### src/rtl/length_prefixed_deframer_top_assert.svh
// assertion macros for the length-prefixed deframer
// both macros check at the rising clock edge and are off while reset is low
`ifndef LENGTH_PREFIXED_DEFRAMER_TOP_ASSERT_SVH
`define LENGTH_PREFIXED_DEFRAMER_TOP_ASSERT_SVH

`ifndef SYNTH
// property must hold at every edge out of reset
`define LPD_ASSERT(lbl, clk, rst_n, prop) \
	lbl: assert property (@(posedge clk) disable iff (!rst_n) prop) \
	else $error("lpd assertion failed");
// condition must never be true out of reset
`define LPD_NEVER(lbl, clk, rst_n, cond) \
	lbl: assert property (@(posedge clk) disable iff (!rst_n) !(cond)) \
	else $error("lpd forbidden condition seen");
`else
`define LPD_ASSERT(lbl, clk, rst_n, prop)
`define LPD_NEVER(lbl, clk, rst_n, cond)
`endif

`endif

### src/rtl/lpd_pkg.sv
// ----------------------------------------------------------------------------
// lpd_pkg
// shared types and constants of the length-prefixed deframer
// ----------------------------------------------------------------------------
`timescale 1ns / 1ps

package lpd_pkg;

	localparam int BYTE_W = 8;
	localparam int LEN_W  = 15;

	localparam logic [LEN_W-1:0] MAX_LEN_RESET = 15'd4096;

	// one result request, out_byte in the low bits
	typedef struct packed {
		logic              run_end;
		logic              packet_end;
		logic              is_error;
		logic [BYTE_W-1:0] out_byte;
	} res_t;

endpackage

### src/rtl/lpd_parse.sv
// ----------------------------------------------------------------------------
// lpd_parse
// input register, header/body/error sequencing and length check
// ----------------------------------------------------------------------------
`timescale 1ns / 1ps

module lpd_parse #(
	parameter int HEADER_BYTES = 4,
	parameter int NW           = $clog2(HEADER_BYTES + 1)
) (
	input  logic                                   clk,
	input  logic                                   arst_n,
	input  logic                                   cfg_we,
	input  logic [lpd_pkg::LEN_W-1:0]              cfg_wdata,
	input  logic                                   in_valid,
	input  logic [lpd_pkg::BYTE_W-1:0]             in_byte,
	output logic                                   in_ready,
	input  logic                                   room,
	output logic [NW-1:0]                          push_n,
	output lpd_pkg::res_t [HEADER_BYTES-1:0]       push_res
);

	localparam int HCW = $clog2(HEADER_BYTES);
	localparam int SD  = HEADER_BYTES - 1;

	typedef enum logic [1:0] {
		PH_HEADER = 2'd0,
		PH_BODY   = 2'd1,
		PH_ERROR  = 2'd2
	} phase_t;

	phase_t                     phase_q, phase_d;
	logic [HCW-1:0]             hcount_q, hcount_d;
	logic [lpd_pkg::LEN_W-1:0]  body_rem_q, body_rem_d;
	logic [lpd_pkg::LEN_W-1:0]  max_len_q;
	logic [lpd_pkg::BYTE_W-1:0] store_q [SD];
	logic                       store_we;

	logic                       valid_s1;
	logic [lpd_pkg::BYTE_W-1:0] byte_s1;
	logic                       advance;

	logic [lpd_pkg::BYTE_W-1:0] hi_byte;
	logic [15:0]                raw_len;
	logic                       len_ok;
	logic [lpd_pkg::LEN_W-1:0]  body_len;
	logic [lpd_pkg::LEN_W-1:0]  rem_dec;

	assign advance  = valid_s1 && room;
	assign in_ready = !valid_s1 || room;

	// with a two-byte header the length high byte is the byte in hand
	generate
		if (HEADER_BYTES > 2) begin : g_hi_stored
			assign hi_byte = store_q[1];
		end else begin : g_hi_live
			assign hi_byte = byte_s1;
		end
	endgenerate

	assign raw_len  = {hi_byte, store_q[0]};
	assign len_ok   = !raw_len[15]
		&& (raw_len[lpd_pkg::LEN_W-1:0] >= lpd_pkg::LEN_W'(HEADER_BYTES))
		&& (raw_len[lpd_pkg::LEN_W-1:0] <= max_len_q);
	assign body_len = raw_len[lpd_pkg::LEN_W-1:0] - lpd_pkg::LEN_W'(HEADER_BYTES);
	assign rem_dec  = (body_rem_q != '0) ? body_rem_q - 1'b1 : body_rem_q;

	always_comb begin
		phase_d    = phase_q;
		hcount_d   = hcount_q;
		body_rem_d = body_rem_q;
		store_we   = 1'b0;
		push_n     = '0;
		push_res   = '0;
		if (advance) begin
			unique case (phase_q)
				PH_BODY: begin
					body_rem_d                = rem_dec;
					push_n                    = NW'(1);
					push_res[0].out_byte      = byte_s1;
					push_res[0].packet_end    = (rem_dec == '0);
					push_res[0].run_end       = 1'b1;
					if (rem_dec == '0) begin
						phase_d = PH_HEADER;
					end
				end
				PH_HEADER: begin
					if (hcount_q < HCW'(SD)) begin
						store_we = 1'b1;
						hcount_d = hcount_q + 1'b1;
					end else begin
						hcount_d = '0;
						if (!len_ok) begin
							phase_d              = PH_ERROR;
							push_n               = NW'(1);
							push_res[0].is_error = 1'b1;
							push_res[0].run_end  = 1'b1;
						end else begin
							body_rem_d = body_len;
							push_n     = NW'(HEADER_BYTES);
							for (int k = 0; k < SD; k++) begin
								push_res[k].out_byte = store_q[k];
							end
							push_res[SD].out_byte   = byte_s1;
							push_res[SD].packet_end = (body_len == '0);
							push_res[SD].run_end    = 1'b1;
							phase_d = (body_len == '0) ? PH_HEADER : PH_BODY;
						end
					end
				end
				default: begin
					phase_d              = PH_ERROR;
					push_n               = NW'(1);
					push_res[0].is_error = 1'b1;
					push_res[0].run_end  = 1'b1;
				end
			endcase
		end
	end

	always_ff @(posedge clk or negedge arst_n) begin
		if (!arst_n) begin
			phase_q    <= PH_HEADER;
			hcount_q   <= '0;
			body_rem_q <= '0;
			valid_s1   <= 1'b0;
		end else begin
			phase_q    <= phase_d;
			hcount_q   <= hcount_d;
			body_rem_q <= body_rem_d;
			if (in_ready) begin
				valid_s1 <= in_valid;
			end
		end
	end

	always_ff @(posedge clk or negedge arst_n) begin
		if (!arst_n) begin
			max_len_q <= lpd_pkg::MAX_LEN_RESET;
		end else if (cfg_we) begin
			max_len_q <= cfg_wdata;
		end
	end

	always_ff @(posedge clk) begin
		if (in_ready && in_valid) begin
			byte_s1 <= in_byte;
		end
		for (int i = 0; i < SD; i++) begin
			if (store_we && (hcount_q == HCW'(i))) begin
				store_q[i] <= byte_s1;
			end
		end
	end

endmodule

### src/rtl/lpd_resq.sv
// ----------------------------------------------------------------------------
// lpd_resq
// shifting result queue, takes up to one header burst per cycle
// ----------------------------------------------------------------------------
`timescale 1ns / 1ps

module lpd_resq #(
	parameter int HEADER_BYTES = 4,
	parameter int NW           = $clog2(HEADER_BYTES + 1)
) (
	input  logic                             clk,
	input  logic                             arst_n,
	input  logic [NW-1:0]                    push_n,
	input  lpd_pkg::res_t [HEADER_BYTES-1:0] push_res,
	output logic                             room,
	output logic                             out_valid,
	input  logic                             out_ready,
	output lpd_pkg::res_t                    out_res
);

	localparam int DEPTH = 2 * HEADER_BYTES;
	localparam int CW    = $clog2(DEPTH + 1);
	localparam int IW    = $clog2(HEADER_BYTES);

	lpd_pkg::res_t q_q     [DEPTH];
	lpd_pkg::res_t q_d     [DEPTH];
	lpd_pkg::res_t shift_d [DEPTH];
	logic [CW-1:0] count_q;
	logic [CW-1:0] base;
	logic [CW-1:0] off;
	logic          pop;

	assign out_valid = (count_q != '0);
	assign out_res   = q_q[0];
	assign pop       = out_valid && out_ready;
	// a full burst always fits when no more than half is in use
	assign room      = (count_q <= CW'(HEADER_BYTES));
	assign base      = count_q - CW'(pop);

	always_comb begin
		for (int i = 0; i < DEPTH - 1; i++) begin
			shift_d[i] = q_q[i + 1];
		end
		shift_d[DEPTH-1] = q_q[DEPTH-1];
		off = '0;
		for (int i = 0; i < DEPTH; i++) begin
			q_d[i] = pop ? shift_d[i] : q_q[i];
			off    = CW'(i) - base;
			if ((CW'(i) >= base) && (off < CW'(push_n))) begin
				q_d[i] = push_res[off[IW-1:0]];
			end
		end
	end

	always_ff @(posedge clk or negedge arst_n) begin
		if (!arst_n) begin
			count_q <= '0;
		end else begin
			count_q <= base + CW'(push_n);
		end
	end

	always_ff @(posedge clk) begin
		for (int i = 0; i < DEPTH; i++) begin
			q_q[i] <= q_d[i];
		end
	end

endmodule

### src/rtl/length_prefixed_deframer_top.sv
// ----------------------------------------------------------------------------
// length_prefixed_deframer_top: length-prefixed byte stream deframer
// path: a result request passes the input register and then the result queue
// throughput: one byte per cycle unless stalled; a header burst drains from a
// result queue of 2*HEADER_BYTES entries, which sets when input stalls
// reset: arst_n async low, back to header phase, length limit 4096, queue empty
// ----------------------------------------------------------------------------
`timescale 1ns / 1ps
`include "length_prefixed_deframer_top_assert.svh"

module length_prefixed_deframer_top #(
	parameter int HEADER_BYTES = 4
) (
	input  logic        clk,
	input  logic        arst_n,
	// configuration: largest accepted packet length, written whenever cfg_we is high
	input  logic        cfg_we,
	input  logic [14:0] cfg_wdata,
	// input byte stream
	input  logic        s_tvalid,
	output logic        s_tready,
	input  logic [7:0]  s_tdata,   // in_byte
	// result stream
	output logic        m_tvalid,
	input  logic        m_tready,
	output logic [7:0]  m_tdata,   // out_byte
	output logic        m_tlast,   // packet_end
	output logic [1:0]  m_tuser    // is_error, run_end
);

	localparam int NW = $clog2(HEADER_BYTES + 1);

	// parser to queue: how many requests this cycle and their contents
	logic [NW-1:0]                    push_n;
	lpd_pkg::res_t [HEADER_BYTES-1:0] push_res;
	logic                             room;
	lpd_pkg::res_t                    out_res;

	// input register plus header/body/error sequencing; it only moves
	// forward when the queue can take a whole header burst
	lpd_parse #(
		.HEADER_BYTES (HEADER_BYTES),
		.NW           (NW)
	) u_parse (
		.clk       (clk),
		.arst_n    (arst_n),
		.cfg_we    (cfg_we),
		.cfg_wdata (cfg_wdata),
		.in_valid  (s_tvalid),
		.in_byte   (s_tdata),
		.in_ready  (s_tready),
		.room      (room),
		.push_n    (push_n),
		.push_res  (push_res)
	);

	// result queue decouples the header burst from downstream backpressure
	lpd_resq #(
		.HEADER_BYTES (HEADER_BYTES),
		.NW           (NW)
	) u_resq (
		.clk       (clk),
		.arst_n    (arst_n),
		.push_n    (push_n),
		.push_res  (push_res),
		.room      (room),
		.out_valid (m_tvalid),
		.out_ready (m_tready),
		.out_res   (out_res)
	);

	assign m_tdata    = out_res.out_byte;
	assign m_tlast    = out_res.packet_end;
	assign m_tuser[0] = out_res.is_error;
	assign m_tuser[1] = out_res.run_end;

	// the parser never pushes into a queue that cannot hold a burst
	`LPD_NEVER(a_no_overflow, clk, arst_n, (push_n != '0) && !room)

	// an error request is zero data, no packet end, and ends its run
	`LPD_ASSERT(a_err_shape, clk, arst_n,
		(m_tvalid && m_tuser[0]) |-> (m_tdata == 8'h00 && !m_tlast && m_tuser[1]))

	// error state is sticky: after an error request only errors follow
	`LPD_ASSERT(a_err_sticky, clk, arst_n,
		(m_tvalid && m_tready && m_tuser[0]) |=> !(m_tvalid && !m_tuser[0]))

endmodule

### config.mk
export PLATFORM = sky130hd
export DESIGN_NAME = length_prefixed_deframer_top
export DESIGN_NICKNAME = d
export VERILOG_FILES = /design/src/rtl/lpd_pkg.sv /design/src/rtl/lpd_parse.sv /design/src/rtl/lpd_resq.sv /design/src/rtl/length_prefixed_deframer_top.sv
export VERILOG_INCLUDE_DIRS = /design/src /design/src/rtl
export SDC_FILE = /design/constraint.sdc
export NUM_CORES = 1
export LEC_CHECK = 0
export ABC_AREA = 1
export CAP_MARGIN = 20
export CORE_MARGIN = 1.5
export CORE_UTILIZATION = 25
export CTS_BUF_LIST = sky130_fd_sc_hd__clkbuf_8
export CTS_CLUSTER_SIZE = 30
export DETAILED_ROUTE_END_ITERATION = 7
export DONT_BUFFER_PORTS = 1
export PLACE_DENSITY = 0.44
export SLEW_MARGIN = 20
export SYNTH_ARGS = -nofsm -noshare
export SYNTH_HDL_FRONTEND = slang
export SYNTH_SLANG_ARGS = --single-unit
### constraint.sdc
create_clock -name clk -period 4.85 [get_ports clk]
set_clock_uncertainty 0.1 [all_clocks]
set_input_delay 0.485 -clock clk [delete_from_list [all_inputs] [get_ports clk]]
set_output_delay 0.485 -clock clk [all_outputs]
set_load 0.02 [all_outputs]
==> summary.md <==
| Metric | Value |
|---|---|
| Status | complete, no violations |
| CTS tree | yes |
| Maximum vdd drop | 0.2966 mV |
| CORE AREA | 0.03776 sq mm |
| Vias | 7,817 |
| Detail Placement HPWL | roughly 22,000 um |
| Static leakage | 4.764 nW |
| Crit path max fanout | 25 |
| First-pass GRT wire length | 44,820 um |
| Antenna cell count | 0 |
| Wire length per cell | 16.68 um |
| Reg-to-Reg End | u_resq.q_q[0][2] |
| Initial DRT Pass Iterations | 5 |
| WP buf/inv | 5 |
| Placer Congestion | 0.8656 |
| PortBufs | 0 |
| Pin count of the biggest net entering global routing | 40 |
| R2r startpoint | u_resq.count_q[1] |
| Top post-synthesis cells by area | edfxtp_1, nand2_1, dfrtp_1 |
| Hold Path Origin | cfg_wdata[6] |
| Layout cells sized above 1 | ~8.4% |
| Fin Setup TNS | 0 ns |
| Root buffer cell | clkbuf_8 |
| Via count of the first global-routing pass | 7,614 |
| Routed wire length | 28,690 um |
| DRC Markers | 0 |
| Period utilization | around nine tenths |
| Footprint of the multi-input gates | 0.004324 sq mm |
| Max Slew Vio Count | 0 |
| # H-tree levels | 4 |
| Initial core utilization | 25.47% |
| Post-synth top area share | 37.47% |
| Overflow after GRT | 0 |
| Met3 Use GR | between 2 and 3% |
| CP Launch Type | flip-flop |
| Final hold violations | 0 |
| Worst Hold End | u_parse.max_len_q[6] |
| R2r setup slk | 0.57 ns |
| Filler cell count in the final layout | 4,064 |
| Post-synth EDFFs | 120 |
| Rows | 71 |
| Fmax | 233.4 MHz |
| Layout net count | about 1,300 |
| Req. time, crit path | 4.89 ns |
| Top FF cell, synth | edfxtp_1 |
| Met2 GRT Util | 23.53% |
| Clock Latency Late Sink | 0.49 ns |
| Critical Path AT | 4.32 ns |
| Post-place setup slack | 0.5233 ns |
| Die span in x | 199.1 um |
| Worst min path class | in -> reg |
| Pwr/cell area | 656.0 mW/mm^2 |
| Antenna violations before repair | 0 |
| Final setup violation count | 0 |
| Async S/R FF share, synth | roughly 25% |
| Total number of yosys warnings | 0 |
| RSZ-0062 raised after global routing | false |
| Top Family by Delay on Critical Path | simple AND/OR/NAND/NOR gates |
| Layer carrying the most global-route usage | met2 |
| Hold Crit Depth | 2 |
| Via/cell ratio | 4.545 |
| Clock Path Buffers | 2 |
| FF+latch count, synth | 159 |
| CP Cell Sequence | nor2_1 -> nand3_1 -> nand2_1 -> inv_1 -> ha_1 -> ha_1 -> buf_4 -> ha_1 -> inv_1 -> xor2_1 -> inv_1 -> ha_1 -> a2111oi_0 -> nand2_1 -> inv_1 -> nand2_1 -> nand2_1 |
| Syn nets | 1,264 |
| Number of nets still failing antenna checks after routing | 0 |
| Final setup margin | 0.5652 ns |
| Post-synthesis sequential area ratio | 47.63% |
| FF+latch area | ~0.0046 sq mm |
| Syn avg cell area | 8.102 sq um |
| Slowest-stage cell, CP | nand2_1 |
| Synthesized cell area | 0.009617 sq mm |
| Die outline height | approximately 200 um |
| Post-Syn Instances | 1,187 |
| Sink Count | 159 |
| Synth area leader | edfxtp_1 |
| Met1 usage | 22.11% |
| R2r worst-path depth | 17 |
| Slew headroom | 41.81% |
| Total track usage | 15.29% |
| Tmin final | 4.285 ns |
| Nature of the critical path endpoint | flip-flop |
| CP max stage delay | 0.51 ns |
| CTS clk-pin slew, worst paths | 0.10 ns |
| I/O pins | 41 |
| Max cap viols | 0 |
| Top cells by count, synth | nand2_1, nand3_1, edfxtp_1, inv_1, nor2_1 |
| CP Class | reg -> reg |
| Yosys cell types | 41 |
| TritonCTS Buffers | 17 |
| DR iter-0 viols | 660 |
| Cell with the most instances after synthesis | nand2_1 |
| Worst-margin pin slew | 0.8662 ns |
| Die area | around 0.040 sq mm |
| Area Growth Syn to Fin | 12.11% |
## layout make-up
class	instances	share of cell area (%)
clock buffers	17	2.170
repair buffers	35	2.994
clock inverters	15	1.787
flip-flops and latches	159	42.49
multi-input cells	853	40.11
well taps	511	5.930
inverters	130	4.526
## routing by layer
metal / routed length [um] / part of all wire (%) / up-vias
met4: 357 / 1.2 / 0
li1: - / - / 3923
met2: 12550 / 44 / 234
met5: 0 / 0 / -
met1: 14310 / 50 / 3639
met3: 1466 / 5.1 / 21
## what timing repair did
action                    4_1_cts  5_1_grt
hold buffers                   17        0
setup buffers                   0        0
resized for setup               0        0
hold endpoints to repair       61        0
## flip-flops by register name, summed over array words and instances, names as in the netlist
register,count
u_resq.q_q,88
u_parse.store_q,24
u_parse.body_rem_q,15
u_parse.max_len_q,15
u_parse.byte_s1,8
u_resq.count_q,4
u_parse.hcount_q,2
u_parse.phase_q,2
u_parse.valid_s1,1
## where the power goes
group          internal (mW)  leakage, nW  switching (mW)
Combinational           1.05         2.91            2.59
Clock                  0.487        0.215           0.608
Sequential              2.08         1.63           0.254
Total                   3.62         4.76            3.45
## cells by family (layout without fill, tap and decap cells)
family	count (synthesis)	in the layout	synth area share, %
AND/OR/NAND/NOR	682	682	30.94
buffers and inverters	175	197	7.455
flip-flops	159	159	47.63
AO/OA/AOI/OAI	104	104	5.933
adder cells (fa/ha/maj)	49	49	6.375
XOR/XNOR	17	17	1.548
multiplexers	1	1	0.1171
## metrics by stage
stage | util, % | power [mW] | area [sq um] | instances | hold WS [ns]
finish | 28.56 | 7.072 | 10780 | 1720 | 0.03531
global route | 28.56 | 7.648 | 10780 | 1720 | 0.007925
CTS | 28.56 | 7.075 | 10780 | 1720 | 0.001223
detailed placement | 26.93 | 5.940 | 10170 | 1671 | 0.09065
global placement | 26.93 | 5.975 | 10170 | 1671 | 0.09067
floorplan | - | 4.789 | 9617 | 1187 | 0.08941
## worst max-delay path by stage
| stage | start | to | slack (ns) | cells after the start |
|---|---|---|---|---|
| finish | u_resq.count_q[1] | u_resq.q_q[0][2] | 0.57 | 17 |
| global route | u_resq.count_q[1] | u_resq.q_q[0][10] | 0.06 | 17 |
| CTS | u_resq.count_q[1] | u_resq.q_q[0][10] | 0.50 | 17 |
| detailed placement | u_resq.count_q[1] | u_resq.q_q[0][2] | 0.52 | 17 |
| global placement | u_resq.count_q[1] | u_resq.q_q[0][1] | 0.57 | 17 |
| floorplan | u_resq.count_q[1] | u_resq.q_q[0][22] | 0.51 | 17 |
## worst register-to-register path, delay by kind of cell (launching register included)
kind	cells	cell delay (ns)
xor gates and xnor gates	1	0.19
DFF	1	0.39
and+or+nand+nor	6	1.28
adders and majority gates	4	1.00
AOI/OAI and AO/OA	1	0.42
buffers and inverters	5	0.54
## layout by cell type, fill, tap and decap left out, types with 6 or more instances in the layout
cell | Yosys | final
nand3_1 | 167 | 167
xor2_1 | 14 | 14
and2_1 | 8 | 8
inv_2 | 9 | 9
dfrtp_1 | 38 | 38
o21ai_1 | 16 | 16
nor2_2 | 18 | 18
a21oi_1 | 19 | 19
nand2_1 | 388 | 388
clkinv_1 | 6 | 6
buf_4 | 11 | 18
edfxtp_1 | 120 | 120
or2_2 | 6 | 6
ha_1 | 49 | 49
dlygate4sd3_1 | 0 | 16
nand4_1 | 13 | 13
nor2_1 | 66 | 66
clkbuf_8 | 0 | 17
o21ai_0 | 53 | 53
inv_1 | 115 | 115
Note: power is estimated with default switching activity, not from simulation.
